**config.mk**
```make
export PLATFORM = sky130hd
export DESIGN_NAME = tbb_axis_sum
export DESIGN_NICKNAME = d
export VERILOG_FILES = /design/src/rtl/tbb_pkg.sv /design/src/rtl/tbb_axis_sum.sv
export SDC_FILE = /design/constraint.sdc
export NUM_CORES = 1
export LEC_CHECK = 0
export BUFFER_PORTS_ARGS = -buffer_cell sky130_fd_sc_hd__clkbuf_2
export CAP_MARGIN = 10
export CORE_ASPECT_RATIO = 0.6
export CORE_MARGIN = 4
export CORE_UTILIZATION = 52
export DETAILED_ROUTE_END_ITERATION = 6
export GPL_TIMING_DRIVEN = 0
export PLACE_DENSITY = 0.91
export SLEW_MARGIN = 20
export SYNTH_ARGS = -nofsm -noshare
export SYNTH_HDL_FRONTEND = slang
export SYNTH_SLANG_ARGS = --single-unit
```
**constraint.sdc**
```tcl
create_clock -name vclk -period 10
set_input_delay 1 -clock vclk [all_inputs]
set_output_delay 1 -clock vclk [all_outputs]
set_load 0.02 [all_outputs]
```
**src/rtl/tbb_pkg.sv**
```systemverilog
package tbb_pkg;

    // fixed-point format of the rotation entries
    localparam int FRACTION_BITS = 14;

    // field widths
    localparam int COORD_W = 32;
    localparam int ENTRY_W = 16;
    localparam int AXES    = 3;
    localparam int ROW_W   = AXES * ENTRY_W;

    // full product, product after the fraction shift, and the per-axis sum
    localparam int PROD_W = COORD_W + ENTRY_W;
    localparam int TERM_W = PROD_W - FRACTION_BITS;
    localparam int SUM_W  = ((TERM_W > COORD_W) ? TERM_W : COORD_W) + 2;

    // configuration port
    localparam int CFG_IDX_W  = 3;
    localparam int CFG_DATA_W = ROW_W;

    typedef enum logic [CFG_IDX_W-1:0] {
        REG_ROW_X   = 3'd0,
        REG_ROW_Y   = 3'd1,
        REG_ROW_Z   = 3'd2,
        REG_SHIFT_X = 3'd3,
        REG_SHIFT_Y = 3'd4,
        REG_SHIFT_Z = 3'd5
    } cfg_reg_t;

    // identity matrix at reset: 1.0 on the diagonal
    localparam logic [ENTRY_W-1:0] ENTRY_ONE = ENTRY_W'(1 << FRACTION_BITS);

    typedef logic [AXES-1:0][COORD_W-1:0] coord_vec_t;
    typedef logic [AXES-1:0][TERM_W-1:0]  term_vec_t;

endpackage

```
**src/rtl/tbb_axis_sum.sv**
```systemverilog
module tbb_axis_sum (
    input  tbb_pkg::term_vec_t          term_a,
    input  tbb_pkg::term_vec_t          term_b,
    input  logic [tbb_pkg::COORD_W-1:0] shift,
    output logic [tbb_pkg::COORD_W-1:0] new_lo,
    output logic [tbb_pkg::COORD_W-1:0] new_hi,
    output logic                        clipped
);
    import tbb_pkg::*;

    logic signed [SUM_W-1:0] sum_min;
    logic signed [SUM_W-1:0] sum_max;
    logic                    ovf_min;
    logic                    ovf_max;

    // per-axis min and max of the two corner terms, summed onto the shift
    always_comb
    begin
        logic signed [TERM_W-1:0] a;
        logic signed [TERM_W-1:0] b;
        sum_min = SUM_W'($signed(shift));
        sum_max = SUM_W'($signed(shift));
        for (int j = 0; j < AXES; j++)
        begin
            a = $signed(term_a[j]);
            b = $signed(term_b[j]);
            if (a < b)
            begin
                sum_min = sum_min + SUM_W'(a);
                sum_max = sum_max + SUM_W'(b);
            end
            else
            begin
                sum_min = sum_min + SUM_W'(b);
                sum_max = sum_max + SUM_W'(a);
            end
        end
    end

    // out of range when the bits above the result sign disagree with it
    assign ovf_min = (sum_min[SUM_W-1:COORD_W-1] != {(SUM_W-COORD_W+1){sum_min[SUM_W-1]}});
    assign ovf_max = (sum_max[SUM_W-1:COORD_W-1] != {(SUM_W-COORD_W+1){sum_max[SUM_W-1]}});

    // clamp to the signed coordinate range
    assign new_lo = ovf_min ? {sum_min[SUM_W-1], {(COORD_W-1){~sum_min[SUM_W-1]}}}
                            : sum_min[COORD_W-1:0];
    assign new_hi = ovf_max ? {sum_max[SUM_W-1], {(COORD_W-1){~sum_max[SUM_W-1]}}}
                            : sum_max[COORD_W-1:0];
    assign clipped = ovf_min | ovf_max;

endmodule

```
==> results.json <==
{
  "start_util_pct": 53.2,
  "hold_slack_ns": 2.66,
  "hold_viol": 0,
  "clock_buffer_count": 0,
  "seqCellArea_um2": 0,
  "endpoint_kind": "output pin",
  "ant_nets": 0,
  "dpl.cell_count": 2800,
  "overflow": 0,
  "rsz0062_at_grt": "true",
  "drtIter0Drc": 2119,
  "dpl-instance-area_um2": 17400,
  "seq_cell_count": 0,
  "busiest_layer": "met2",
  "drv_slew": 0,
  "ys_seq_area_share_pct": 0,
  "critPathSlowestCell": "fa_2",
  "grt_pass1_wl_mm": 90.2,
  "ios": 301,
  "finish.utilization_pct": 70.8,
  "relSlewSlack_pct": 35.9,
  "crit_path_max_fanout": 10,
  "synth_area_leaders": "ha_1 (25%), mux2_2 (11%), xnor2_1 (7.2%)",
  "grt_pass1_vias": 17600,
  "antenna_found_initial": 9,
  "die_w_um": 230,
  "die_h_um": 141,
  "setup_violations": 63,
  "crit_type": "primary input to output pin",
  "synth_nets": 2648,
  "grt.met3_usage_pct": 7.04,
  "fin_ws_ns": -0.342,
  "syn_inst": 2099,
  "instances_no_fill": 2946,
  "run_status": "complete, but fails checks",
  "route.detailed.wl_per_inst_um": 22.1,
  "synth_top_area_share_pct": 24.9,
  "ys_warn_count": 0,
  "slowest_delay_ns": 0.39,
  "fin_area_um2": 20500,
  "final_layout_size_suffix_gt1_share_pct": 33.6,
  "grt_use_met2_pct": 54.7,
  "syn-cell-area_um2": 15400,
  "finalCritPeriodShare_pct": 103,
  "drtPass1Iterations": 6,
  "synthToLayoutAreaGrowth_pct": 33.0,
  "synth.distinct_cells": 84,
  "tightest_slew_ns": 0.953,
  "hp-class": "primary input to output pin",
  "finalNetCount": 3091,
  "drc_errors": 0,
  "violations": "negative setup slack",
  "die-area_um2": 32600,
  "num_vias": 19100,
  "routabilityCongestion": 0.979,
  "placement.io_buffers": 301,
  "grt_max_degree": 13,
  "crit_required_ns": 9.00,
  "use_met1_pct": 45.7,
  "core_um2": 29000,
  "drt_wl_total_mm": 65.2,
  "max_freq_ghz": 0.0967,
  "syn_area_per_cell_um2": 7.36,
  "crit_top_cell": "a21o_1",
  "worstPathArrival_ns": 9.34,
  "hpwl_mm": 48.5,
  "cp-start-kind": "primary input",
  "min_period_ns": 10.34,
  "yosys.area.top_type": "ha_1",
  "rows": 48,
  "via_per_inst": 6.47,
  "cap_violations": 0,
  "grt_usage_pct": 33.6
}
## cells in the final DEF (no fill, tap or decap), types with 18 or more instances in the layout
| cell | synthesis | final |
|---|---|---|
| nand4_1 | 25 | 25 |
| o21a_1 | 45 | 45 |
| and3_1 | 22 | 18 |
| nor2b_1 | 39 | 38 |
| a21oi_2 | 2 | 42 |
| xnor2_1 | 127 | 119 |
| o21bai_1 | 23 | 22 |
| xor2_1 | 56 | 53 |
| clkbuf_2 | 0 | 260 |
| o21ai_0 | 152 | 121 |
| nor2_1 | 126 | 116 |
| ha_4 | 0 | 23 |
| a21oi_1 | 218 | 168 |
| nand2b_1 | 34 | 29 |
| buf_4 | 3 | 145 |
| ha_1 | 307 | 277 |
| buf_6 | 2 | 34 |
| a21o_1 | 122 | 122 |
| nor3_1 | 28 | 25 |
| nand3_1 | 34 | 28 |
| mux2_2 | 157 | 147 |
| nand2_1 | 131 | 130 |
| inv_1 | 166 | 162 |
## routing by layer
layer,wire [µm],up-vias,share of wire (%)
li1,-,8691,-
met1,27000,8884,41
met2,28400,1215,44
met3,7100,255,11
met4,2600,8,4.0
met5,52,-,0.080
## area by class of cell
cell class                      instances  area (µm²)
Timing Repair Buffer                  447        2950
Antenna cell                            6        15.0
Buffer                                 39         377
Multi-Input combinational cell       1888       16100
Fill cell                            2289        8480
Inverter                              166         628
Tap cell                              400         500
## Yosys cell counts (all sizes together) (9+ instances only)
library cell,n
o21a,45
nor3,28
a21boi,12
a21o,122
o21bai,23
clkbuf,27
a41oi,9
xnor2,128
a31oi,20
a21oi,220
mux2i,13
o21ai,156
nand2,131
inv,166
nor2b,39
and2,16
mux2,158
xor2,57
nand3,34
a211oi,22
nor2,127
ha,307
buf,18
and3,22
nand2b,35
nand4,25
## worst max-delay path: cells and delay by family
| family | cells | cell delay [ns] |
|---|---|---|
| buffers and inverters | 11 | 1.45 |
| AND/OR/NAND/NOR | 3 | 0.39 |
| multiplexers | 1 | 0.21 |
| XOR/XNOR | 3 | 0.57 |
| AO/OA/AOI/OAI | 26 | 4.60 |
| adder cells (fa/ha/maj) | 4 | 1.05 |
## repair_timing
item / CTS / global route
pin swaps: 56 / 118
cloned: 1 / 5
setup buffers: 66 / 78
gates resized for setup: 172 / 316
hold buffers: 0 / 0
setup endpoints to repair: 65 / 65
## logic make-up after synthesis
| group | synth area share [%] |
|---|---|
| AO/OA/AOI/OAI | 30.5 |
| XOR/XNOR | 10.6 |
| adder cells (fa/ha/maj) | 25.7 |
| buffers and inverters | 5.53 |
| multiplexers | 12.4 |
| AND/OR/NAND/NOR | 15.4 |
## through the flow
step	worst slack, ns	TNS, ns
floorplan	0.237	0
global placement	-2.09	-118.08
detailed placement	-2.24	-128.38
CTS	0.00180	0
global route	-0.411	-20.04
finish	-0.342	-15.88
## path summary, 6_finish.rpt
kind / start / to / slack (ns) / depth (start not counted)
max: term_b[53] / new_hi[14] / -0.34 / 48
min: term_a[68] / new_lo[0] / 2.66 / 6
Power is left out: the tool's default activity adds up to more than one toggle a clock period on the data nets, which glitch-free logic cannot reach.
